===== src/rtl/thph_fifo.sv =====
// ============================================================================
// thph_fifo
// Small register queue holding finished chain sums between front and back.
// ============================================================================
module thph_fifo #(
    parameter int W     = 8,
    parameter int DEPTH = 2
) (
    input  logic         i_clk,
    input  logic         i_rst_n,
    input  logic         i_push,
    input  logic [W-1:0] i_data,
    output logic         o_full,
    input  logic         i_pop,
    output logic         o_valid,
    output logic [W-1:0] o_data
);
    localparam int PTR_W = (DEPTH > 1) ? $clog2(DEPTH) : 1;
    localparam int CNT_W = $clog2(DEPTH + 1);

    logic [W-1:0]     r_mem [DEPTH];
    logic [PTR_W-1:0] r_wp;
    logic [PTR_W-1:0] r_rp;
    logic [CNT_W-1:0] r_count;
    logic             do_push;
    logic             do_pop;

    assign o_full  = (r_count == CNT_W'(DEPTH));
    assign o_valid = (r_count != '0);
    assign o_data  = r_mem[r_rp];
    assign do_push = i_push && !o_full;
    assign do_pop  = i_pop && o_valid;

    // storage
    always_ff @(posedge i_clk) begin
        if (do_push) begin
            r_mem[r_wp] <= i_data;
        end
    end

    // pointers and fill count
    always_ff @(posedge i_clk) begin
        if (!i_rst_n) begin
            r_wp    <= '0;
            r_rp    <= '0;
            r_count <= '0;
        end else begin
            if (do_push) begin
                r_wp <= (r_wp == PTR_W'(DEPTH - 1)) ? '0 : r_wp + PTR_W'(1);
            end
            if (do_pop) begin
                r_rp <= (r_rp == PTR_W'(DEPTH - 1)) ? '0 : r_rp + PTR_W'(1);
            end
            if (do_push && !do_pop) begin
                r_count <= r_count + CNT_W'(1);
            end else if (do_pop && !do_push) begin
                r_count <= r_count - CNT_W'(1);
            end
        end
    end

endmodule


===== config.mk =====
export PLATFORM = sky130hd
export DESIGN_NAME = thph_fifo
export DESIGN_NICKNAME = d
export VERILOG_FILES = /design/src/rtl/thph_fifo.sv
export SDC_FILE = /design/constraint.sdc
export NUM_CORES = 1
export LEC_CHECK = 0
export BUFFER_PORTS_ARGS = -buffer_cell sky130_fd_sc_hd__buf_2
export CAP_MARGIN = 15
export CORE_MARGIN = 8
export CORE_UTILIZATION = 52
export CTS_CLUSTER_DIAMETER = 50
export DETAILED_ROUTE_END_ITERATION = 12
export GPL_TIMING_DRIVEN = 0
export MAX_ROUTING_LAYER = met4
export PLACE_DENSITY = 0.89
export SLEW_MARGIN = 20
export SYNTH_ARGS = -nofsm -noshare
export SYNTH_HDL_FRONTEND = slang
export SYNTH_SLANG_ARGS = --single-unit
export TNS_END_PERCENT = 1

===== constraint.sdc =====
create_clock -name i_clk -period 4.4 [get_ports i_clk]
set_input_delay 0.88 -clock i_clk [delete_from_list [all_inputs] [get_ports i_clk]]
set_output_delay 0.88 -clock i_clk [all_outputs]
set_load 0.01 [all_outputs]

==> flow_summary_export.csv <==
group,metric,value,unit
route,dr_total_vias,471,
clock_tree,root_buffer,"clkbuf_4",
floorplanning,die_h,55.37,um
placed_design,dp_slack,2.366,ns
route,wl,1.311,mm
timing,setup_tns,0,ns
critical_path,worst-setup-path-type,"reg -> out",
floorplanning,dieArea,0.003065,sq mm
synthesis,synth_ff_type,"edfxtp_1",
synthesis,ys_seq_area_share,72.05,%
floorplanning,rows,14,
synthesis,ys_types,17,
final_layout,area_growth,18.79,%
synthesis,synth_area_leader_cell,"edfxtp_1",
final_layout,fin_cells,92,
synthesis,netlist_area,805.8,sq um
critical_path,r2r_cells,6,
floorplanning,die_x,55.37,um
timing,drv_slew,0,
clock_tree,cts_num_sinks,21,
clock_tree,clkTransAtPathRegs,0.10,ns
synthesis,synth_common_cells,"edfxtp_1 (16), mux2_2 (8), dfxtp_1 (5)",
timing,fin_crit_sh,49.64,%
final_layout,regArea,580.6,sq um
critical_path,end_kind,"output port",
grt,grt_max_degree,12,
clock_tree,clock_path_buffers,2,
placed_design,globalplace.congestion,0.6457,
timing,hold_viol_final,0,
timing,fmax,457.8,MHz
final_layout,layout-drive-gt1-share,46.05,%
run_status,status,"finished, final reports clean",
synthesis,yosysWarnings,0,
critical_path,cp_max_fo,8,
critical_path,worst_r2r_startpoint,"r_count[0]",
clock_tree,clk_latency,0.29,ns
synthesis,ys_top_cells_by_area,"edfxtp_1 (60%), dfxtp_1 (12%), mux2_2 (11%)",
critical_path,cp-endpoint,"o_data[2]",
critical_path,worst_ep_required_time,3.52,ns
grt,grt_util_all_layers,9.091,%
route,first_pass_iters,4,
floorplanning,start_util,54.76,%
min_path,hp-class,"reg -> reg",
synthesis,synth_edf_count,16,
final_layout,postLayoutCellArea,957.2,sq um
timing,period_minus_slack,2.184,ns
clock_tree,hold_buffers,0,
floorplanning,num_io_pins,22,
route,drc_errors,0,
grt,grt_pass1_vias,497,
synthesis,ys_ff_latch,21,
clock_tree,post_cts_buffers,0,
critical_path,r2r_end,"r_count[1]",
grt,grt_first_pass_wirelength,2.187,mm
timing,slew_headroom,51.39,%
route,drtIter0Drc,7,
route,ant_nets,0,
critical_path,start_kind,"flip-flop",
route,avgRoutedWirePerCell,14.25,um
timing,setup_violations,0,
placed_design,dp_cells,88,
final_layout,multi_input_area,209.0,sq um
timing,timing.final.ws_setup,2.216,ns
grt,grt-ovfl-total,0,
power_and_ir_drop,power_density,551.5,mW/mm^2
power_and_ir_drop,p_leak,0.3974,nW
final_layout,nFillCells,119,
timing,clock_skew,0.003550,ns
clock_tree,cts-buffers-inserted,3,
timing,worstMarginPinSlew,0.7252,ns
power_and_ir_drop,ir_worst_vdd,0.3148,mV
synthesis,synth_cells,51,
grt,grt_antenna_before_repair,0,
flow_run,cap_violations,0,
final_layout,nNetsFinal,90,
placed_design,dpl-instance-area,930.9,sq um
placed_design,dp_hpwl,1.004,mm
clock_tree,htree_levels,1,
placed_design,io_buffers,21,
route,via_per_inst,5.120,
critical_path,regToRegSetupSlack,2.82,ns
floorplanning,core_region_area,0.001471,sq mm
synthesis,postSynthAreaPerCell,15.80,sq um
clock_tree,cts_tree,"done",
timing,rsz0062_at_grt,"false",
critical_path,arrival,1.30,ns
clock_tree,postCtsResizedCells,0,
synthesis,async_reset_ff_share,0,%
final_layout,antenna_cells,0,
synthesis,syn_nets,64,
power_and_ir_drop,power.total,527.8,uW
synthesis,synth_top_area_share,59.63,%
synthesis,synth.most_common_cell,"edfxtp_1",
worst min path at each step:
stage	depth (start not counted)	endpoint	slack [ns]	from
after detailed placement	2	flip-flop	0.49	r_rp
after floorplan	2	flip-flop	0.47	r_rp
final	2	r_rp	0.52	r_rp
after global routing	2	r_rp	0.54	r_rp
after CTS	2	flip-flop	0.53	r_rp
after global placement	2	r_rp	0.49	r_rp
where the power goes:
| group | leakage (nW) | internal [mW] | total, mW | switching (mW) |
|---|---|---|---|---|
| combinational | 0.192 | 0.0828 | 0.172 | 0.0893 |
| sequential | 0.191 | 0.253 | 0.269 | 0.0161 |
| clock | 0.0150 | 0.0352 | 0.0865 | 0.0513 |
| total | 0.397 | 0.371 | 0.528 | 0.157 |
through the flow:
step           util, %  hold slack (ns)
6_report         65.05           0.5242
5_1_grt          65.05           0.5448
4_1_cts          65.05           0.5257
3_5_place_dp     63.27           0.4902
3_3_place_gp     63.27           0.4851
2_1_floorplan        -           0.4725
state kept, by name, summed over array words and instances, names as in the netlist, named ones only:
| signal | flops |
|---|---|
| r_count | 2 |
| r_mem | 16 |
| r_rp | 1 |
| r_wp | 1 |
cell usage in the layout (no fill, tap or decap):
cell type and instances:
buf_2 22, edfxtp_1 16, mux2_2 8, dfxtp_1 5, nor2_1 4, inv_1 3, xor2_1 3, clkbuf_4 3
o21ai_0 2, or2_2 1, nand2b_1 1, and3_1 1, nor3_2 1, a21boi_0 1, o21a_1 1, or3_1 1
a21oi_1 1, ha_1 1, clkbuf_1 1
metal layers:
metal / vias up / wire, um / GRT usage (%)
met2: 20 / 605 / 13.62
met3: 2 / 122 / 4.566
met1: 218 / 574 / 9.823
li1: 231 / - / -
met4: 0 / 8 / 4.225
met5: - / 0 / -
critical path, stage by stage (launching register included):
cell,delay (ns)
dfxtp_1,0.32
buf_2,0.20
mux2_2,0.35
buf_2,0.14
area by class of cell:
| class | count | area share (%) |
|---|---|---|
| sequential | 21 | 60.65 |
| timing repair buffer | 21 | 10.98 |
| inverter | 3 | 1.176 |
| buffer | 1 | 0.5229 |
| tap | 16 | 2.092 |
| clock buffer | 4 | 2.745 |
| multi-input combinational | 26 | 21.83 |
cell families (layout without fill, tap and decap cells):
group / after synthesis / count (layout) / synth area share [%]
AND/OR/NAND/NOR: 9 / 9 / 6.213
multiplexers: 8 / 8 / 11.18
flip-flops: 21 / 21 / 72.05
AO/OA/AOI/OAI: 5 / 5 / 3.727
adder cells (fa/ha/maj): 1 / 1 / 1.553
buffers and inverters: 4 / 29 / 2.018
XOR/XNOR: 3 / 3 / 3.261
(Power assumes the default switching activity.)
