**src/rtl/thph_pkg.sv**
```systemverilog
// ============================================================================
// thph_pkg
// Shared types and constants for the track pulse height statistics unit.
// ============================================================================
package thph_pkg;

    // default chain length limit
    localparam int MAX_SEGMENTS_DEF = 256;

    // input field widths
    localparam int PH_W     = 31;
    localparam int SLOPE_W  = 21;
    localparam int PLATE_W  = 10;

    // pulse height reduction: quotient by reciprocal multiply, then remainder
    // 10000 = 16 * 625, and floor(y / 625) = (y * ceil(2^36 / 625)) >> 36
    // holds for every y below 2^27
    localparam int MOD_W     = 32;
    localparam int MOD_STEPS = 2;
    localparam int STEP_W    = 1;
    localparam int PH_DROP   = 4;
    localparam int RECIP_W   = 27;
    localparam int RECIP_SH  = 36;
    localparam int PHQ_W     = 18;
    localparam int PROD_W    = (PH_W - PH_DROP) + RECIP_W;
    localparam int PHR_W     = 14;
    localparam int PHS_W     = 15;
    localparam int PHSQ_W    = 30;
    localparam logic [MOD_W-1:0]   PH_MODULUS = 32'd10000;
    localparam logic [RECIP_W-1:0] PH_RECIP   = 27'd109951163;

    // output field widths
    localparam int STATUS_W = 2;
    localparam int COUNT_W  = 9;
    localparam int SPAN_W   = 11;
    localparam int MEAN_W   = 23;
    localparam int SD_W     = 22;
    localparam int ANGLE_W  = 21;
    localparam logic [SD_W-1:0] SD_MAX = 22'h3FFFFF;

    // stream payload widths
    localparam int IN_TDATA_W  = 120;
    localparam int OUT_TDATA_W = 136;
    localparam int OUT_PAD_W   = OUT_TDATA_W - (STATUS_W + COUNT_W + SPAN_W + MEAN_W + SD_W
                                                + 2 * SLOPE_W + ANGLE_W);

    // configuration registers
    localparam int CFG_IDX_W  = 2;
    localparam int CFG_DATA_W = 16;
    localparam int MINC_W     = 8;
    localparam int VFLOOR_W   = 16;
    localparam logic [CFG_IDX_W-1:0] CFG_MIN_COUNT = 2'd0;
    localparam logic [CFG_IDX_W-1:0] CFG_VAR_FLOOR = 2'd1;
    localparam logic [MINC_W-1:0]    MINC_RESET    = 8'd2;
    localparam logic [VFLOOR_W-1:0]  VFLOOR_RESET  = 16'd26;

    typedef enum logic [1:0] {
        ST_KEPT   = 2'd0,
        ST_FEW    = 2'd1,
        ST_LOWVAR = 2'd2,
        ST_MANY   = 2'd3
    } t_status;

    typedef enum logic [1:0] {
        F_IDLE,
        F_MOD,
        F_ACC
    } t_front_state;

    typedef enum logic [3:0] {
        B_IDLE,
        B_MUL,
        B_DEV,
        B_DIV_VAR,
        B_DIV_MEAN,
        B_DIV_MX,
        B_DIV_MY,
        B_ANG_SQ,
        B_SQRT_ANG,
        B_DIV_SD,
        B_SQRT_SD,
        B_DONE
    } t_back_state;

endpackage

```
**src/rtl/thph_front.sv**
```systemverilog
// ============================================================================
// thph_front
// Takes segments, reduces pulse heights mod 10000 and accumulates chain sums.
// ============================================================================
module thph_front #(
    parameter int MAX_SEGMENTS = thph_pkg::MAX_SEGMENTS_DEF,
    parameter int CNT_W  = $clog2(MAX_SEGMENTS + 1),
    parameter int SUM_W  = thph_pkg::PHS_W + CNT_W,
    parameter int SQ_W   = thph_pkg::PHSQ_W + CNT_W,
    parameter int SS_W   = thph_pkg::SLOPE_W + CNT_W,
    parameter int SNAP_W = 1 + CNT_W + thph_pkg::SPAN_W + SUM_W + SQ_W + 2 * SS_W
) (
    input  logic                                 i_clk,
    input  logic                                 i_rst_n,
    input  logic                                 i_valid,
    output logic                                 o_ready,
    input  logic [thph_pkg::PH_W-1:0]            i_pulse_height_a,
    input  logic [thph_pkg::PH_W-1:0]            i_pulse_height_b,
    input  logic signed [thph_pkg::SLOPE_W-1:0]  i_slope_x,
    input  logic signed [thph_pkg::SLOPE_W-1:0]  i_slope_y,
    input  logic [thph_pkg::PLATE_W-1:0]         i_plate,
    input  logic                                 i_last_segment,
    output logic                                 o_push,
    output logic [SNAP_W-1:0]                    o_snap,
    input  logic                                 i_full
);
    import thph_pkg::*;

    t_front_state r_state;
    t_front_state n_state;

    // segment being worked on
    logic [PH_W-1:0]           r_pa;
    logic [PH_W-1:0]           r_pb;
    logic signed [SLOPE_W-1:0] r_sx;
    logic signed [SLOPE_W-1:0] r_sy;
    logic [PLATE_W-1:0]        r_plate;
    logic                      r_last;
    logic [STEP_W-1:0]         r_step;
    logic [PHQ_W-1:0]          r_qa;
    logic [PHQ_W-1:0]          r_qb;

    // chain sums
    logic [CNT_W-1:0]        r_cnt;
    logic [SUM_W-1:0]        r_sum;
    logic [SQ_W-1:0]         r_sq;
    logic signed [SS_W-1:0]  r_sx_sum;
    logic signed [SS_W-1:0]  r_sy_sum;
    logic [PLATE_W-1:0]      r_first;
    logic                    r_ovf;

    logic [PROD_W-1:0]       qa_prod;
    logic [PROD_W-1:0]       qb_prod;
    logic [PH_W-1:0]         pa_nxt;
    logic [PH_W-1:0]         pb_nxt;
    logic [PHS_W-1:0]        ph;
    logic [PHSQ_W-1:0]       ph_sq;
    logic [CNT_W-1:0]        a_cnt;
    logic [SUM_W-1:0]        a_sum;
    logic [SQ_W-1:0]         a_sq;
    logic signed [SS_W-1:0]  a_sx;
    logic signed [SS_W-1:0]  a_sy;
    logic [PLATE_W-1:0]      a_first;
    logic                    a_ovf;
    logic [SPAN_W-1:0]       span;
    logic                    acc_go;

    // quotient by reciprocal multiply, remainder from the registered quotient
    always_comb begin
        qa_prod = PROD_W'(r_pa[PH_W-1:PH_DROP]) * PROD_W'(PH_RECIP);
        qb_prod = PROD_W'(r_pb[PH_W-1:PH_DROP]) * PROD_W'(PH_RECIP);
        pa_nxt  = r_pa - PH_W'(r_qa) * PH_W'(PH_MODULUS);
        pb_nxt  = r_pb - PH_W'(r_qb) * PH_W'(PH_MODULUS);
    end

    // summed pulse height and its square
    always_comb begin
        ph    = PHS_W'(r_pa[PHR_W-1:0]) + PHS_W'(r_pb[PHR_W-1:0]);
        ph_sq = {{(PHSQ_W-PHS_W){1'b0}}, ph} * {{(PHSQ_W-PHS_W){1'b0}}, ph};
    end

    // accumulate, or flag overflow once the chain is full
    always_comb begin
        a_cnt   = r_cnt;
        a_sum   = r_sum;
        a_sq    = r_sq;
        a_sx    = r_sx_sum;
        a_sy    = r_sy_sum;
        a_first = r_first;
        a_ovf   = r_ovf;
        if (r_cnt == CNT_W'(MAX_SEGMENTS)) begin
            a_ovf = 1'b1;
        end else begin
            if (r_cnt == '0) begin
                a_first = r_plate;
            end
            a_cnt = r_cnt + CNT_W'(1);
            a_sum = r_sum + SUM_W'(ph);
            a_sq  = r_sq + SQ_W'(ph_sq);
            a_sx  = r_sx_sum + SS_W'(r_sx);
            a_sy  = r_sy_sum + SS_W'(r_sy);
        end
        span = (r_plate >= a_first) ? SPAN_W'(r_plate - a_first) + SPAN_W'(1)
                                    : SPAN_W'(a_first - r_plate) + SPAN_W'(1);
    end

    assign o_snap = {a_ovf, a_cnt, span, a_sum, a_sq, a_sx, a_sy};

    // state register
    always_ff @(posedge i_clk) begin
        if (!i_rst_n) begin
            r_state <= F_IDLE;
        end else begin
            r_state <= n_state;
        end
    end

    // next state and handshake
    always_comb begin
        n_state = r_state;
        o_ready = 1'b0;
        o_push  = 1'b0;
        acc_go  = 1'b0;
        unique case (r_state)
            F_IDLE: begin
                o_ready = 1'b1;
                if (i_valid) begin
                    n_state = F_MOD;
                end
            end
            F_MOD: begin
                if (r_step == '0) begin
                    n_state = F_ACC;
                end
            end
            F_ACC: begin
                if (!r_last || !i_full) begin
                    acc_go  = 1'b1;
                    o_push  = r_last;
                    n_state = F_IDLE;
                end
            end
            default: begin
                n_state = F_IDLE;
            end
        endcase
    end

    // segment registers and reduction steps
    always_ff @(posedge i_clk) begin
        if (!i_rst_n) begin
            r_step <= '0;
        end else if (r_state == F_IDLE && i_valid) begin
            r_step <= STEP_W'(MOD_STEPS - 1);
        end else if (r_state == F_MOD) begin
            r_step <= r_step - STEP_W'(1);
        end
    end

    always_ff @(posedge i_clk) begin
        if (r_state == F_IDLE && i_valid) begin
            r_pa    <= i_pulse_height_a;
            r_pb    <= i_pulse_height_b;
            r_sx    <= i_slope_x;
            r_sy    <= i_slope_y;
            r_plate <= i_plate;
            r_last  <= i_last_segment;
        end else if (r_state == F_MOD) begin
            if (r_step != '0) begin
                r_qa <= qa_prod[PROD_W-1:RECIP_SH];
                r_qb <= qb_prod[PROD_W-1:RECIP_SH];
            end else begin
                r_pa <= pa_nxt;
                r_pb <= pb_nxt;
            end
        end
    end

    // chain sums, cleared after the last segment is handed on
    always_ff @(posedge i_clk) begin
        if (!i_rst_n) begin
            r_cnt    <= '0;
            r_sum    <= '0;
            r_sq     <= '0;
            r_sx_sum <= '0;
            r_sy_sum <= '0;
            r_first  <= '0;
            r_ovf    <= 1'b0;
        end else if (acc_go) begin
            if (r_last) begin
                r_cnt    <= '0;
                r_sum    <= '0;
                r_sq     <= '0;
                r_sx_sum <= '0;
                r_sy_sum <= '0;
                r_first  <= '0;
                r_ovf    <= 1'b0;
            end else begin
                r_cnt    <= a_cnt;
                r_sum    <= a_sum;
                r_sq     <= a_sq;
                r_sx_sum <= a_sx;
                r_sy_sum <= a_sy;
                r_first  <= a_first;
                r_ovf    <= a_ovf;
            end
        end
    end

endmodule

```
**config.mk**
```make
export PLATFORM = sky130hd
export DESIGN_NAME = thph_front
export DESIGN_NICKNAME = d
export VERILOG_FILES = /design/src/rtl/thph_pkg.sv /design/src/rtl/thph_front.sv
export SDC_FILE = /design/constraint.sdc
export NUM_CORES = 2
export LEC_CHECK = 0
export ABC_AREA = 1
export BUFFER_PORTS_ARGS = -buffer_cell sky130_fd_sc_hd__clkbuf_2
export CAP_MARGIN = 15
export CORE_ASPECT_RATIO = 0.5
export CORE_UTILIZATION = 60
export DETAILED_ROUTE_END_ITERATION = 12
export PLACE_DENSITY = 0.78
export SLEW_MARGIN = 20
export SYNTH_ARGS = -nofsm -noshare
export SYNTH_HDL_FRONTEND = slang
export SYNTH_SLANG_ARGS = --single-unit
```
**constraint.sdc**
```tcl
create_clock -name i_clk -period 11.5 [get_ports i_clk]
set_input_delay 1.15 -clock i_clk [delete_from_list [all_inputs] [get_ports i_clk]]
set_output_delay 1.15 -clock i_clk [all_outputs]
set_load 0.02 [all_outputs]
```
==> impl_metrics.env <==
export IMPL_vias=53694
export IMPL_cts_num_sinks=297
export IMPL_initial_utilization_pct=61.19
export IMPL_cp_slowest_stage_delay_ns=0.74
export IMPL_synth_yosys_seq_area_share_pct=11.75
export IMPL_post_synth_cell_area_avg_um2=7.903
export IMPL_placeableCoreArea_mm2=0.1037
export IMPL_fin_crit_ns=10.17
export IMPL_number_of_flops_mapped_to_enable_cells_by_yosys=151
export IMPL_min_period_over_period_pct=88.42
export IMPL_worst_endpoint_required_time_ns=10.35
export IMPL_grt_setup_unrepaired="no"
export IMPL_worstSetupPathType="flip-flop to output port"
export IMPL_path_clk_slew_ns=0.07
export IMPL_grt_start_max_net_pins=220
export IMPL_worstPathBufferInverterCount=7
export IMPL_cts_buffers=35
export IMPL_layout_drive_gt1_share_pct=5.520
export IMPL_grt_pass1_wl_um=296300
export IMPL_maxCapViolations=0
export IMPL_grt_pass1_vias=53625
export IMPL_min_delay_path_class="flip-flop to flip-flop"
export IMPL_post_drt_wl_per_cell_um=19.50
export IMPL_final_setup_viol_count=0
export IMPL_startpoint_type="flip-flop"
export IMPL_cts_root_buf="sky130_fd_sc_hd__clkbuf_16"
export IMPL_design_final_nets=10253
export IMPL_fin_skew_ns=0.04707
export IMPL_routabilityCongestion=1.045
export IMPL_synthesis_yosys_warnings=0
export IMPL_endpoint_type_of_the_worst_setup_path="output port"
export IMPL_synth_nets=10015
export IMPL_synthToLayoutAreaGrowth_pct=6.496
export IMPL_clock_tree_buffer_depth=3
export IMPL_rows=83
export IMPL_cpMaxStageDelayCell="sky130_fd_sc_hd__xor2_2"
export IMPL_design_die_area_mm2=0.1072
export IMPL_post_dp_hpwl_um=161800
export IMPL_slew_viol_final=0
export IMPL_post_cts_resized_instances=0
export IMPL_delay_heaviest_family_cp="adder cells"
export IMPL_synth_ff_type="sky130_fd_sc_hd__edfxtp_1"
export IMPL_dr_pass1_iters=6
export IMPL_achievable_frequency_ghz=0.09835
export IMPL_worst_path_max_fanout=14
export IMPL_routed_wirelength_um=189200
export IMPL_netlist_area_mm2=0.06349
export IMPL_first_iter_violations=4931
export IMPL_layout_commonest_cell="sky130_fd_sc_hd__inv_1"
export IMPL_post_cts_hold_buffer_count=0
export IMPL_routed_via_density=5.534
export IMPL_grtUsageTotal_pct=36.00
export IMPL_hold_violations=0
export IMPL_totalNegativeSetupSlack_ns=0
export IMPL_worst_slew_pin_slew_ns=0.9805
export IMPL_place_port_buffers=264
export IMPL_h_tree_level_count=2
export IMPL_detail_route_antenna_nets=0
export IMPL_post_synthesis_cells=8033
export IMPL_synthArstFlopShare_pct=0
export IMPL_yosys_register_bits=297
export IMPL_globalRoute_totalOverflow=0
export IMPL_arrival_ns=9.02
export IMPL_clk_insertion_delay_late_ns=0.61
export IMPL_cts_tree="yes"
export IMPL_remaining_drc_errors=0
export IMPL_ios=265
export IMPL_max_slew_margin_pct=34.64
export IMPL_post_cts_repair_setup_buffers=0
export IMPL_fin_worst_hold_slack_ns=0.4701
export IMPL_mostFrequentLayoutCells="sky130_fd_sc_hd__inv_1, sky130_fd_sc_hd__nand2_1, sky130_fd_sc_hd__ha_1"
export IMPL_die_h_um=232.0
export IMPL_synth_cell_type_count=57
export IMPL_antenna_violations_before_repair=4
export IMPL_die_width_um=462.0
export IMPL_outcome="complete, no violations"
export IMPL_post_route_util_pct=65.17
==> sequential cells by signal, summed over array words and instances (netlist names) <==
signal,cells
r_sy_sum,30
r_ovf,1
r_first,10
r_sx_sum,30
r_step,1
r_sq,39
r_last,1
r_sum,24
r_plate,10
r_state,2
r_qa,18
r_cnt,9
r_sx,21
r_qb,18
r_pb,31
r_sy,21
r_pa,31
==> layout make-up <==
| class | count | area [µm²] |
|---|---|---|
| Antenna cell | 3 | 7.507 |
| Fill cell | 9128 | 36130 |
| Sequential cell | 297 | 7457 |
| Clock buffer | 38 | 897.1 |
| Tap cell | 1402 | 1754 |
| Clock inverter | 25 | 341.6 |
| Timing Repair Buffer | 296 | 1587 |
| Multi-Input combinational cell | 5673 | 48170 |
| Inverter | 1968 | 7395 |
==> worst reg2reg max path: cells and delay by family (launching register included) <==
kind | cells | cell delay (ns)
AO/OA/AOI/OAI | 3 | 0.47
AND/OR/NAND/NOR | 15 | 1.91
adder cells (fa/ha/maj) | 8 | 3.65
flip-flops | 1 | 0.71
buffers and inverters | 6 | 0.65
XOR/XNOR | 1 | 0.74
==> kinds of logic after synthesis <==
group / synth area share (%)
buffers and inverters: 12.42
flip-flops: 11.75
XOR/XNOR: 2.130
adder cells (fa/ha/maj): 47.44
AO/OA/AOI/OAI: 9.052
AND/OR/NAND/NOR: 17.14
multiplexers: 0.07883
==> worst paths after layout <==
check / end / cells after the start / start / slack [ns]
max reg2reg: r_sq[38] / 33 / r_pa[7] / 3.23
min: r_first[9] / 2 / r_first[9] / 0.47
min reg2reg: r_first[9] / 2 / r_first[9] / 0.47
max: o_snap[87] / 30 / r_pa[7] / 1.33
==> metrics by stage <==
stage / setup slack, ns / instances / cell area (µm²)
6_report: 1.332 / 9702 / 67610
5_1_grt: 0.8605 / 9701 / 67610
4_1_cts: 1.402 / 9699 / 67600
3_5_place_dp: 2.073 / 9636 / 66360
3_3_place_gp: 2.130 / 9636 / 66360
2_1_floorplan: 3.618 / 8033 / 63490
==> routing by layer <==
layer	wire length (µm)	vias to the layer above	GRT usage, %
li1	-	25518	-
met1	78340	25583	47.73
met2	85140	2134	57.87
met3	15560	457	6.068
met4	10130	2	16.32
met5	13	-	0
==> Yosys cell counts (6+ instances only) <==
| cell type | n | area share (%) |
|---|---|---|
| sky130_fd_sc_hd__fa_1 | 907 | 29 |
| sky130_fd_sc_hd__o21ai_0 | 281 | 2.2 |
| sky130_fd_sc_hd__inv_1 | 1950 | 12 |
| sky130_fd_sc_hd__o211ai_1 | 19 | 0.22 |
| sky130_fd_sc_hd__or2_2 | 36 | 0.35 |
| sky130_fd_sc_hd__nor2_2 | 6 | 0.059 |
| sky130_fd_sc_hd__nand3_1 | 284 | 2.2 |
| sky130_fd_sc_hd__nor2_1 | 542 | 3.2 |
| sky130_fd_sc_hd__a21boi_0 | 25 | 0.30 |
| sky130_fd_sc_hd__o22ai_1 | 6 | 0.059 |
| sky130_fd_sc_hd__o21ai_1 | 7 | 0.055 |
| sky130_fd_sc_hd__nand3b_1 | 27 | 0.32 |
| sky130_fd_sc_hd__o21a_1 | 15 | 0.18 |
| sky130_fd_sc_hd__dfxtp_1 | 146 | 4.6 |
| sky130_fd_sc_hd__nor4_1 | 16 | 0.16 |
| sky130_fd_sc_hd__nand4_1 | 65 | 0.64 |
| sky130_fd_sc_hd__a31oi_1 | 39 | 0.38 |
| sky130_fd_sc_hd__nor3_1 | 71 | 0.56 |
| sky130_fd_sc_hd__xor2_1 | 91 | 1.3 |
| sky130_fd_sc_hd__clkbuf_1 | 58 | 0.34 |
| sky130_fd_sc_hd__nand2_1 | 1517 | 9.0 |
| sky130_fd_sc_hd__nand2_2 | 10 | 0.099 |
| sky130_fd_sc_hd__inv_2 | 14 | 0.083 |
| sky130_fd_sc_hd__or2_1 | 15 | 0.15 |
| sky130_fd_sc_hd__edfxtp_1 | 151 | 7.1 |
| sky130_fd_sc_hd__buf_2 | 18 | 0.14 |
| sky130_fd_sc_hd__a21oi_2 | 10 | 0.14 |
| sky130_fd_sc_hd__ha_1 | 956 | 19 |
| sky130_fd_sc_hd__and2_1 | 14 | 0.14 |
| sky130_fd_sc_hd__a21o_1 | 40 | 0.47 |
| sky130_fd_sc_hd__nand3_2 | 6 | 0.095 |
| sky130_fd_sc_hd__a21oi_1 | 516 | 4.1 |
| sky130_fd_sc_hd__xnor2_1 | 51 | 0.70 |
| sky130_fd_sc_hd__buf_6 | 13 | 0.23 |
| sky130_fd_sc_hd__o21bai_1 | 47 | 0.56 |
Power is left out: the tool's default activity adds up to more than one toggle a clock period on the data nets, which glitch-free logic cannot reach.
