==> src/rtl/thph_pkg.sv <==
// ============================================================================
// thph_pkg
// Shared types and constants for the track pulse height statistics unit.
// ============================================================================
package thph_pkg;

    // default chain length limit
    localparam int MAX_SEGMENTS_DEF = 256;

    // input field widths
    localparam int PH_W     = 31;
    localparam int SLOPE_W  = 21;
    localparam int PLATE_W  = 10;

    // pulse height reduction: quotient by reciprocal multiply, then remainder
    // 10000 = 16 * 625, and floor(y / 625) = (y * ceil(2^36 / 625)) >> 36
    // holds for every y below 2^27
    localparam int MOD_W     = 32;
    localparam int MOD_STEPS = 2;
    localparam int STEP_W    = 1;
    localparam int PH_DROP   = 4;
    localparam int RECIP_W   = 27;
    localparam int RECIP_SH  = 36;
    localparam int PHQ_W     = 18;
    localparam int PROD_W    = (PH_W - PH_DROP) + RECIP_W;
    localparam int PHR_W     = 14;
    localparam int PHS_W     = 15;
    localparam int PHSQ_W    = 30;
    localparam logic [MOD_W-1:0]   PH_MODULUS = 32'd10000;
    localparam logic [RECIP_W-1:0] PH_RECIP   = 27'd109951163;

    // output field widths
    localparam int STATUS_W = 2;
    localparam int COUNT_W  = 9;
    localparam int SPAN_W   = 11;
    localparam int MEAN_W   = 23;
    localparam int SD_W     = 22;
    localparam int ANGLE_W  = 21;
    localparam logic [SD_W-1:0] SD_MAX = 22'h3FFFFF;

    // stream payload widths
    localparam int IN_TDATA_W  = 120;
    localparam int OUT_TDATA_W = 136;
    localparam int OUT_PAD_W   = OUT_TDATA_W - (STATUS_W + COUNT_W + SPAN_W + MEAN_W + SD_W
                                                + 2 * SLOPE_W + ANGLE_W);

    // configuration registers
    localparam int CFG_IDX_W  = 2;
    localparam int CFG_DATA_W = 16;
    localparam int MINC_W     = 8;
    localparam int VFLOOR_W   = 16;
    localparam logic [CFG_IDX_W-1:0] CFG_MIN_COUNT = 2'd0;
    localparam logic [CFG_IDX_W-1:0] CFG_VAR_FLOOR = 2'd1;
    localparam logic [MINC_W-1:0]    MINC_RESET    = 8'd2;
    localparam logic [VFLOOR_W-1:0]  VFLOOR_RESET  = 16'd26;

    typedef enum logic [1:0] {
        ST_KEPT   = 2'd0,
        ST_FEW    = 2'd1,
        ST_LOWVAR = 2'd2,
        ST_MANY   = 2'd3
    } t_status;

    typedef enum logic [1:0] {
        F_IDLE,
        F_MOD,
        F_ACC
    } t_front_state;

    typedef enum logic [3:0] {
        B_IDLE,
        B_MUL,
        B_DEV,
        B_DIV_VAR,
        B_DIV_MEAN,
        B_DIV_MX,
        B_DIV_MY,
        B_ANG_SQ,
        B_SQRT_ANG,
        B_DIV_SD,
        B_SQRT_SD,
        B_DONE
    } t_back_state;

endpackage

==> src/rtl/thph_div.sv <==
// ============================================================================
// thph_div
// Restoring divider, one quotient bit per cycle, shared by all divisions.
// ============================================================================
module thph_div #(
    parameter int DVD_W = 64,
    parameter int DVS_W = 18
) (
    input  logic             i_clk,
    input  logic             i_rst_n,
    input  logic             i_start,
    input  logic [DVD_W-1:0] i_dividend,
    input  logic [DVS_W-1:0] i_divisor,
    output logic             o_done,
    output logic [DVD_W-1:0] o_quot
);
    localparam int C_W = $clog2(DVD_W);

    logic             r_busy;
    logic             r_done;
    logic [C_W-1:0]   r_cnt;
    logic [DVD_W-1:0] r_dvd;
    logic [DVS_W-1:0] r_rem;
    logic [DVS_W-1:0] r_dvs;
    logic [DVS_W:0]   rem_sh;
    logic [DVS_W:0]   rem_diff;
    logic             ge;

    // one compare and subtract step
    always_comb begin
        rem_sh   = {r_rem, r_dvd[DVD_W-1]};
        rem_diff = rem_sh - {1'b0, r_dvs};
        ge       = (rem_sh >= {1'b0, r_dvs});
    end

    assign o_done = r_done;
    assign o_quot = r_dvd;

    // control
    always_ff @(posedge i_clk) begin
        if (!i_rst_n) begin
            r_busy <= 1'b0;
            r_done <= 1'b0;
            r_cnt  <= '0;
        end else begin
            r_done <= 1'b0;
            if (i_start) begin
                r_busy <= 1'b1;
                r_cnt  <= C_W'(DVD_W - 1);
            end else if (r_busy) begin
                r_cnt <= r_cnt - C_W'(1);
                if (r_cnt == '0) begin
                    r_busy <= 1'b0;
                    r_done <= 1'b1;
                end
            end
        end
    end

    // datapath: quotient shifts in where the dividend shifts out
    always_ff @(posedge i_clk) begin
        if (i_start) begin
            r_dvd <= i_dividend;
            r_dvs <= i_divisor;
            r_rem <= '0;
        end else if (r_busy) begin
            r_dvd <= {r_dvd[DVD_W-2:0], ge};
            r_rem <= ge ? rem_diff[DVS_W-1:0] : rem_sh[DVS_W-1:0];
        end
    end

endmodule

==> src/rtl/thph_sqrt.sv <==
// ============================================================================
// thph_sqrt
// Digit by digit integer square root, one root bit per cycle.
// ============================================================================
module thph_sqrt #(
    parameter int IN_W = 64
) (
    input  logic              i_clk,
    input  logic              i_rst_n,
    input  logic              i_start,
    input  logic [IN_W-1:0]   i_radicand,
    output logic              o_done,
    output logic [IN_W/2-1:0] o_root
);
    localparam int RT_W = IN_W / 2;
    localparam int C_W  = $clog2(RT_W);

    logic            r_busy;
    logic            r_done;
    logic [C_W-1:0]  r_cnt;
    logic [IN_W-1:0] r_x;
    logic [RT_W-1:0] r_root;
    logic [RT_W+1:0] r_rem;
    logic [RT_W+3:0] rem_sh;
    logic [RT_W+3:0] trial;
    logic [RT_W+3:0] rem_diff;
    logic            ge;

    // bring down two bits, try root*4+1
    always_comb begin
        rem_sh   = {r_rem, r_x[IN_W-1:IN_W-2]};
        trial    = {2'b00, r_root, 2'b01};
        rem_diff = rem_sh - trial;
        ge       = (rem_sh >= trial);
    end

    assign o_done = r_done;
    assign o_root = r_root;

    // control
    always_ff @(posedge i_clk) begin
        if (!i_rst_n) begin
            r_busy <= 1'b0;
            r_done <= 1'b0;
            r_cnt  <= '0;
        end else begin
            r_done <= 1'b0;
            if (i_start) begin
                r_busy <= 1'b1;
                r_cnt  <= C_W'(RT_W - 1);
            end else if (r_busy) begin
                r_cnt <= r_cnt - C_W'(1);
                if (r_cnt == '0) begin
                    r_busy <= 1'b0;
                    r_done <= 1'b1;
                end
            end
        end
    end

    // datapath
    always_ff @(posedge i_clk) begin
        if (i_start) begin
            r_x    <= i_radicand;
            r_root <= '0;
            r_rem  <= '0;
        end else if (r_busy) begin
            r_x    <= {r_x[IN_W-3:0], 2'b00};
            r_root <= {r_root[RT_W-2:0], ge};
            r_rem  <= ge ? rem_diff[RT_W+1:0] : rem_sh[RT_W+1:0];
        end
    end

endmodule

==> src/rtl/thph_back.sv <==
// ============================================================================
// thph_back
// Per chain statistics: variance, means, angle and deviation, then result.
// ============================================================================
module thph_back #(
    parameter int MAX_SEGMENTS = thph_pkg::MAX_SEGMENTS_DEF,
    parameter int CNT_W  = $clog2(MAX_SEGMENTS + 1),
    parameter int SUM_W  = thph_pkg::PHS_W + CNT_W,
    parameter int SQ_W   = thph_pkg::PHSQ_W + CNT_W,
    parameter int SS_W   = thph_pkg::SLOPE_W + CNT_W,
    parameter int SNAP_W = 1 + CNT_W + thph_pkg::SPAN_W + SUM_W + SQ_W + 2 * SS_W
) (
    input  logic                               i_clk,
    input  logic                               i_rst_n,
    input  logic                               i_snap_valid,
    input  logic [SNAP_W-1:0]                  i_snap,
    output logic                               o_pop,
    input  logic [thph_pkg::MINC_W-1:0]        i_min_count,
    input  logic [thph_pkg::VFLOOR_W-1:0]      i_var_floor,
    output logic                               o_tvalid,
    input  logic                               i_tready,
    output logic [thph_pkg::OUT_TDATA_W-1:0]   o_tdata
);
    import thph_pkg::*;

    localparam int NQ_W    = SQ_W + CNT_W;
    localparam int NSQ_W   = 2 * SUM_W;
    localparam int DVD_W   = NQ_W + 16;
    localparam int DVS_W   = 2 * CNT_W;
    localparam int SQ_IN_W = DVD_W + (DVD_W % 2);
    localparam int RT_W    = SQ_IN_W / 2;
    localparam int MC_W    = $clog2(CNT_W);
    localparam int CMP_W   = (CNT_W > MINC_W) ? CNT_W : MINC_W;
    localparam int SL2_W   = 2 * SLOPE_W;

    t_back_state r_state;
    t_back_state n_state;

    // snapshot fields
    logic                   s_ovf;
    logic [CNT_W-1:0]       s_n;
    logic [SPAN_W-1:0]      s_span;
    logic [SUM_W-1:0]       s_sum;
    logic [SQ_W-1:0]        s_sq;
    logic signed [SS_W-1:0] s_sx;
    logic signed [SS_W-1:0] s_sy;

    logic [CNT_W-1:0]       r_n;
    logic [SPAN_W-1:0]      r_span;
    logic [SUM_W-1:0]       r_sum;
    logic signed [SS_W-1:0] r_sx;
    logic signed [SS_W-1:0] r_sy;

    // n * sum of squares by shift and add
    logic [NQ_W-1:0]        r_mq;
    logic [CNT_W-1:0]       r_mn;
    logic [MC_W-1:0]        r_mcnt;
    logic [NQ_W-1:0]        r_nq;
    logic [NSQ_W-1:0]       r_ssq;
    logic [DVS_W-1:0]       r_nn;
    logic [DVS_W-1:0]       r_m;
    logic [NQ_W-1:0]        r_dev;

    logic [DVD_W-1:0]       r_var;
    logic [MEAN_W-1:0]      r_mean;
    logic [SLOPE_W-1:0]     r_mx_mag;
    logic [SLOPE_W-1:0]     r_my_mag;
    logic                   r_mx_neg;
    logic                   r_my_neg;
    logic [ANGLE_W-1:0]     r_angle;
    logic [SD_W-1:0]        r_sd;
    t_status                r_status;

    // shared unit requests
    logic                   r_div_go;
    logic [DVD_W-1:0]       r_div_a;
    logic [DVS_W-1:0]       r_div_b;
    logic                   r_sq_go;
    logic [SQ_IN_W-1:0]     r_sq_a;
    logic                   div_done;
    logic [DVD_W-1:0]       div_quot;
    logic                   sq_done;
    logic [RT_W-1:0]        sq_root;

    logic                   r_out_valid;
    logic [OUT_TDATA_W-1:0] r_out_data;

    logic [NQ_W-1:0]        dev_c;
    logic [DVS_W-1:0]       m_c;
    logic [SS_W-1:0]        sx_mag;
    logic [SS_W-1:0]        sy_mag;
    logic [SL2_W-1:0]       mx2;
    logic [SL2_W-1:0]       my2;
    logic [SLOPE_W-1:0]     mx_out;
    logic [SLOPE_W-1:0]     my_out;
    logic                   out_load;
    logic                   few;
    logic                   lowvar;

    assign {s_ovf, s_n, s_span, s_sum, s_sq, s_sx, s_sy} = i_snap;

    thph_div #(
        .DVD_W (DVD_W),
        .DVS_W (DVS_W)
    ) u_div (
        .i_clk      (i_clk),
        .i_rst_n    (i_rst_n),
        .i_start    (r_div_go),
        .i_dividend (r_div_a),
        .i_divisor  (r_div_b),
        .o_done     (div_done),
        .o_quot     (div_quot)
    );

    thph_sqrt #(
        .IN_W (SQ_IN_W)
    ) u_sqrt (
        .i_clk      (i_clk),
        .i_rst_n    (i_rst_n),
        .i_start    (r_sq_go),
        .i_radicand (r_sq_a),
        .o_done     (sq_done),
        .o_root     (sq_root)
    );

    // helper arithmetic
    always_comb begin
        dev_c  = (r_nq > NQ_W'(r_ssq)) ? r_nq - NQ_W'(r_ssq) : '0;
        m_c    = DVS_W'(r_n) * DVS_W'(r_n - CNT_W'(1));
        sx_mag = r_sx[SS_W-1] ? SS_W'(-r_sx) : SS_W'(r_sx);
        sy_mag = r_sy[SS_W-1] ? SS_W'(-r_sy) : SS_W'(r_sy);
        mx2    = {{SLOPE_W{1'b0}}, r_mx_mag} * {{SLOPE_W{1'b0}}, r_mx_mag};
        my2    = {{SLOPE_W{1'b0}}, r_my_mag} * {{SLOPE_W{1'b0}}, r_my_mag};
        mx_out = r_mx_neg ? SLOPE_W'(-r_mx_mag) : r_mx_mag;
        my_out = r_my_neg ? SLOPE_W'(-r_my_mag) : r_my_mag;
        few    = (CMP_W'(r_n) <= CMP_W'(i_min_count));
        lowvar = (r_var <= DVD_W'(i_var_floor));
    end

    // state register
    always_ff @(posedge i_clk) begin
        if (!i_rst_n) begin
            r_state <= B_IDLE;
        end else begin
            r_state <= n_state;
        end
    end

    // sequencer
    always_comb begin
        n_state  = r_state;
        o_pop    = 1'b0;
        out_load = 1'b0;
        unique case (r_state)
            B_IDLE: begin
                if (i_snap_valid) begin
                    o_pop   = 1'b1;
                    n_state = s_ovf ? B_DONE : B_MUL;
                end
            end
            B_MUL: begin
                if (r_mcnt == '0) begin
                    n_state = B_DEV;
                end
            end
            B_DEV: begin
                n_state = B_DIV_VAR;
            end
            B_DIV_VAR: begin
                if (div_done) begin
                    n_state = B_DIV_MEAN;
                end
            end
            B_DIV_MEAN: begin
                if (div_done) begin
                    n_state = B_DIV_MX;
                end
            end
            B_DIV_MX: begin
                if (div_done) begin
                    n_state = B_DIV_MY;
                end
            end
            B_DIV_MY: begin
                if (div_done) begin
                    n_state = B_ANG_SQ;
                end
            end
            B_ANG_SQ: begin
                n_state = B_SQRT_ANG;
            end
            B_SQRT_ANG: begin
                if (sq_done) begin
                    n_state = (few || lowvar) ? B_DONE : B_DIV_SD;
                end
            end
            B_DIV_SD: begin
                if (div_done) begin
                    n_state = B_SQRT_SD;
                end
            end
            B_SQRT_SD: begin
                if (sq_done) begin
                    n_state = B_DONE;
                end
            end
            B_DONE: begin
                if (!r_out_valid || i_tready) begin
                    out_load = 1'b1;
                    n_state  = B_IDLE;
                end
            end
            default: begin
                n_state = B_IDLE;
            end
        endcase
    end

    // unit start pulses
    always_ff @(posedge i_clk) begin
        if (!i_rst_n) begin
            r_div_go <= 1'b0;
            r_sq_go  <= 1'b0;
        end else begin
            r_div_go <= 1'b0;
            r_sq_go  <= 1'b0;
            unique case (r_state)
                B_DEV:      r_div_go <= 1'b1;
                B_DIV_VAR,
                B_DIV_MEAN,
                B_DIV_MX:   r_div_go <= div_done;
                B_ANG_SQ:   r_sq_go  <= 1'b1;
                B_SQRT_ANG: r_div_go <= sq_done && !few && !lowvar;
                B_DIV_SD:   r_sq_go  <= div_done;
                default: begin
                    r_div_go <= 1'b0;
                end
            endcase
        end
    end

    // datapath
    always_ff @(posedge i_clk) begin
        unique case (r_state)
            B_IDLE: begin
                if (i_snap_valid) begin
                    r_n      <= s_n;
                    r_span   <= s_span;
                    r_sum    <= s_sum;
                    r_sx     <= s_sx;
                    r_sy     <= s_sy;
                    r_mq     <= NQ_W'(s_sq);
                    r_mn     <= s_n;
                    r_mcnt   <= MC_W'(CNT_W - 1);
                    r_nq     <= '0;
                    r_mean   <= '0;
                    r_mx_mag <= '0;
                    r_my_mag <= '0;
                    r_mx_neg <= 1'b0;
                    r_my_neg <= 1'b0;
                    r_angle  <= '0;
                    r_sd     <= '0;
                    r_status <= s_ovf ? ST_MANY : ST_KEPT;
                end
            end
            B_MUL: begin
                if (r_mn[0]) begin
                    r_nq <= r_nq + r_mq;
                end
                r_mq   <= {r_mq[NQ_W-2:0], 1'b0};
                r_mn   <= r_mn >> 1;
                r_mcnt <= r_mcnt - MC_W'(1);
                r_ssq  <= {{SUM_W{1'b0}}, r_sum} * {{SUM_W{1'b0}}, r_sum};
                r_nn   <= DVS_W'(r_n) * DVS_W'(r_n);
                r_m    <= (m_c == '0) ? DVS_W'(1) : m_c;
            end
            B_DEV: begin
                r_dev   <= dev_c;
                r_div_a <= {dev_c, 16'h0000} >> 8;
                r_div_b <= r_nn;
            end
            B_DIV_VAR: begin
                if (div_done) begin
                    r_var   <= div_quot;
                    r_div_a <= DVD_W'({r_sum, 8'h00}) + DVD_W'(r_n >> 1);
                    r_div_b <= DVS_W'(r_n);
                end
            end
            B_DIV_MEAN: begin
                if (div_done) begin
                    r_mean  <= div_quot[MEAN_W-1:0];
                    r_div_a <= DVD_W'(sx_mag) + DVD_W'(r_n >> 1);
                end
            end
            B_DIV_MX: begin
                if (div_done) begin
                    r_mx_mag <= div_quot[SLOPE_W-1:0];
                    r_mx_neg <= r_sx[SS_W-1];
                    r_div_a  <= DVD_W'(sy_mag) + DVD_W'(r_n >> 1);
                end
            end
            B_DIV_MY: begin
                if (div_done) begin
                    r_my_mag <= div_quot[SLOPE_W-1:0];
                    r_my_neg <= r_sy[SS_W-1];
                end
            end
            B_ANG_SQ: begin
                r_sq_a <= SQ_IN_W'(mx2) + SQ_IN_W'(my2);
            end
            B_SQRT_ANG: begin
                if (sq_done) begin
                    r_angle <= sq_root[ANGLE_W-1:0];
                    if (few) begin
                        r_status <= ST_FEW;
                    end else if (lowvar) begin
                        r_status <= ST_LOWVAR;
                    end
                    r_div_a <= {r_dev, 16'h0000};
                    r_div_b <= r_m;
                end
            end
            B_DIV_SD: begin
                if (div_done) begin
                    r_sq_a <= SQ_IN_W'(div_quot);
                end
            end
            B_SQRT_SD: begin
                if (sq_done) begin
                    r_sd <= (sq_root > RT_W'(SD_MAX)) ? SD_MAX : sq_root[SD_W-1:0];
                end
            end
            default: begin
                r_status <= r_status;
            end
        endcase
    end

    // output register
    always_ff @(posedge i_clk) begin
        if (!i_rst_n) begin
            r_out_valid <= 1'b0;
        end else if (out_load) begin
            r_out_valid <= 1'b1;
        end else if (i_tready) begin
            r_out_valid <= 1'b0;
        end
    end

    always_ff @(posedge i_clk) begin
        if (out_load) begin
            r_out_data <= {{OUT_PAD_W{1'b0}}, r_angle, my_out, mx_out, r_sd, r_mean,
                           r_span, COUNT_W'(r_n), r_status};
        end
    end

    assign o_tvalid = r_out_valid;
    assign o_tdata  = r_out_data;

endmodule
==> config.mk <==
export PLATFORM = sky130hd
export DESIGN_NAME = thph_back
export DESIGN_NICKNAME = d
export VERILOG_FILES = /design/src/rtl/thph_pkg.sv /design/src/rtl/thph_div.sv /design/src/rtl/thph_sqrt.sv /design/src/rtl/thph_back.sv
export SDC_FILE = /design/constraint.sdc
export NUM_CORES = 2
export LEC_CHECK = 0
export ABC_AREA = 0
export BUFFER_PORTS_ARGS = -buffer_cell sky130_fd_sc_hd__buf_2
export CORE_MARGIN = 10
export CORE_UTILIZATION = 45
export DETAILED_ROUTE_END_ITERATION = 7
export PLACE_DENSITY = 0.65
export SLEW_MARGIN = 20
export SYNTH_ARGS = -nofsm -noshare
export SYNTH_HDL_FRONTEND = slang
export SYNTH_SLANG_ARGS = --single-unit
==> constraint.sdc <==
create_clock -name i_clk -period 15.8 [get_ports i_clk]
set_clock_uncertainty 0.15 [all_clocks]
set_input_delay 1.58 -clock i_clk [delete_from_list [all_inputs] [get_ports i_clk]]
set_output_delay 1.58 -clock i_clk [all_outputs]
set_load 0.005 [all_outputs]
==> results_dict.tcl <==
set metrics [dict create \
    fin_crit_ns 9.567 \
    core_area_mm2 0.2140 \
    drt_wl_total_mm 269.6 \
    final_cell_mix "inv_1 (1860), fa_1 (1224), edfxtp_1 (941)" \
    cts-resized-gates 0 \
    synth_xor_area_share_pct 3.346 \
    synthSimpleGateAreaFrac_pct 11.27 \
    post-cts-setup-buffers 0 \
    path_max_fanout 19 \
    required_ns 16.17 \
    ios 310 \
    die_y_um 483.3 \
    synth_compound_area_share_pct 8.035 \
    gp_congestion 0.9518 \
    synthAdderAreaFrac_pct 34.88 \
    arrival_ns 9.94 \
    ys_seq_elements 1047 \
    ant_nets 0 \
    root_buffer "clkbuf_16" \
    overflow 0 \
    synth_top_family_by_area "adder cells" \
    clock_path_buffers 3 \
    rows 170 \
    synthCells 9214 \
    fill_cells 19600 \
    drt_iter0_drc 5177 \
    grt_pass1_wl_mm 418.6 \
    clk_pin_slew_worst_paths_ns 0.06 \
    setup.worst_path.start_class "flop" \
    syn_to_final_growth_pct 8.981 \
    io_buffers 303 \
    tightest_slew_ns 1.193 \
    cp_slowest_cell "edfxtp_1" \
    cp_common_cell "fa_1" \
    die_w_um 483.3 \
    dr.pass1.iters 7 \
    cts_tree "done" \
    synthFlopType "edfxtp_1" \
    layout_commonest_cell "inv_1" \
    drv_cap 0 \
    wl_met3_mm 18.19 \
    ys_seq_area_share_pct 31.45 \
    num_vias 66130 \
    synthTopCellsByArea "edfxtp_1 (29%), fa_1 (25%), ha_1 (9.5%), inv_1 (7.2%), nand2_1 (2.9%)" \
    worst-r2r-setup-slack_ns 6.23 \
    netlist_area_mm2 0.09659 \
    cts_sinks 1047 \
    async_reset_ff_share_pct 0 \
    synth_area_per_cell_um2 10.48 \
    nNetsFinal 11540 \
    via_per_inst 5.352 \
    wl_per_cell_um 21.82 \
    clk_latency_ns 0.78 \
    end_kind "flop" \
    hold_viol_final 0 \
    drv_slew 0 \
    dieArea_mm2 0.2336 \
    max-slew-margin-rel_pct 20.45 \
    htreeDepth 3 \
    track_usage_pct 22.98 \
    hold_path.class "flop to flop" \
    rsz0062_at_grt "no" \
    fin_tns_setup_ns 0 \
    routed-wl-met2_mm 123.5 \
    cts_buffers 118 \
    drc 0 \
    slowest_delay_ns 0.84 \
    top_layer "met5" \
    grt_max_degree 73 \
    ys_types 88 \
    path_class "flop to flop" \
    status "finished, final reports clean" \
    start_util_pct 45.14 \
    synth_top_area_share_pct 29.26 \
    grt_pass1_vias 69500 \
    cts_hold_buf 0 \
    drive_gt1_share_pct 8.529 \
    dpl.hpwl_mm 211.9 \
    yosysWarnings 0 \
    met1Wirelength_mm 117.8 \
    antenna_found_initial 31 \
    fin_crit_sh_pct 60.55 \
    fmaxAchievable_mhz 104.5 \
    setup_viol 0 \
    yosysTopAreaCell "edfxtp_1" \
    synth_edf_count 941 \
    synth_mux_area_share_pct 2.378 \
]
-- worst max-delay path: cells and delay by family (launching register included) --
family	cells	cell delay (ns)
adders and majority gates	9	4.39
AOI/OAI and AO/OA	7	2.19
and+or+nand+nor	4	0.75
buffers and inverters	7	0.97
DFF	1	0.84
-- cell families (layout without fill, tap and decap cells) --
logic type | count (synthesis) | count (layout)
and+or+nand+nor | 2231 | 2231
buffers and inverters | 2215 | 2505
adders and majority gates | 1958 | 1958
AOI/OAI and AO/OA | 1180 | 1180
DFF | 1047 | 1047
xor gates and xnor gates | 369 | 369
muxes | 213 | 213
other | 1 | 14
-- stage by stage --
stage	cells	setup WS, ns	cell area (um^2)	hold slack, ns	util [%]
2_1_floorplan	9219	3.832	96610	0.2503	-
3_3_place_gp	12120	6.344	101300	0.2502	47.32
3_5_place_dp	12120	6.276	101300	0.2545	47.32
4_1_cts	12340	6.232	105100	0.2634	49.14
5_1_grt	12350	5.731	105200	0.2669	49.18
6_report	12360	6.233	105300	0.2607	49.19
-- state kept, by name, indices dropped and copies added, names as in the netlist, 22 cells and up --
register / count
u_sqrt.r_rem: 34
r_mean: 23
r_sx: 30
r_sq_a: 64
r_ssq: 47
r_sum: 24
r_mq: 48
r_div_a: 64
r_dev: 48
u_sqrt.r_x: 64
r_nq: 48
u_div.o_quot: 64
r_var: 64
r_sy: 30
u_sqrt.o_root: 32
r_sd: 22
o_tdata: 130
-- final cells by class --
| class | count | area, um^2 | share of cell area (%) |
|---|---|---|---|
| Tap cell | 2838 | 3551 | 3.373 |
| Timing Repair Buffer | 408 | 2365 | 2.247 |
| Sequential cell | 1047 | 30390 | 28.87 |
| Clock inverter | 79 | 748.2 | 0.7108 |
| Clock buffer | 144 | 3134 | 2.978 |
| Antenna cell | 8 | 20.02 | 0.01902 |
| Inverter | 1874 | 7042 | 6.690 |
| Multi-Input combinational cell | 5957 | 58010 | 55.11 |
-- per-layer routing --
| metal | vias to the layer above | GRT usage [%] |
|---|---|---|
| li1 | 30260 | - |
| met1 | 33240 | 31.92 |
| met2 | 2188 | 36.86 |
| met3 | 433 | 3.603 |
| met4 | 12 | 7.518 |
| met5 | - | 0 |
-- cells in the mapped netlist, types with 9 or more instances --
cell and instances:
mux2i_1 81, a211o_1 13, nand4_1 52, ha_1 734, a2111oi_0 14, a31oi_1 40, nand2b_1 73, and2_1 367
or4_1 24, o21bai_1 33, xor2_1 133, nand3_1 63, nor2_1 475, nor2b_1 68, nand2_1 749, a21oi_1 276
nor3b_1 12, fa_1 1224, dfxtp_1 106, a22oi_1 21, a21boi_0 16, nor4_1 36, mux2_2 132, or2_2 30
o21ai_0 245, a21o_1 175, and3_1 129, a22o_1 24, a211oi_1 51, clkbuf_1 321, inv_1 1864, a221oi_1 9
o31ai_1 42, buf_1 10, o21a_1 84, clkinv_1 9, edfxtp_1 941, o211ai_1 21, o41ai_1 20, or3_1 49
nor3_1 71, xnor2_1 236
-- path summary, 6_finish.rpt --
| kind | start | to | cells after the start |
|---|---|---|---|
| setup / recovery | r_mx_mag[11]$_SDFFCE_PN0P_ | r_sq_a[39]$_DFFE_PP_ | 27 |
| hold / removal | r_span[1]$_DFFE_PP_ | o_tdata[12]$_DFFE_PP_ | 0 |
| setup reg to reg | r_mx_mag[11]$_SDFFCE_PN0P_ | r_sq_a[39]$_DFFE_PP_ | 27 |
| hold reg to reg | r_span[1]$_DFFE_PP_ | o_tdata[12]$_DFFE_PP_ | 0 |
Power is not shown: default switching activity piles up to over one toggle a cycle in this logic, so the estimate is an artifact.
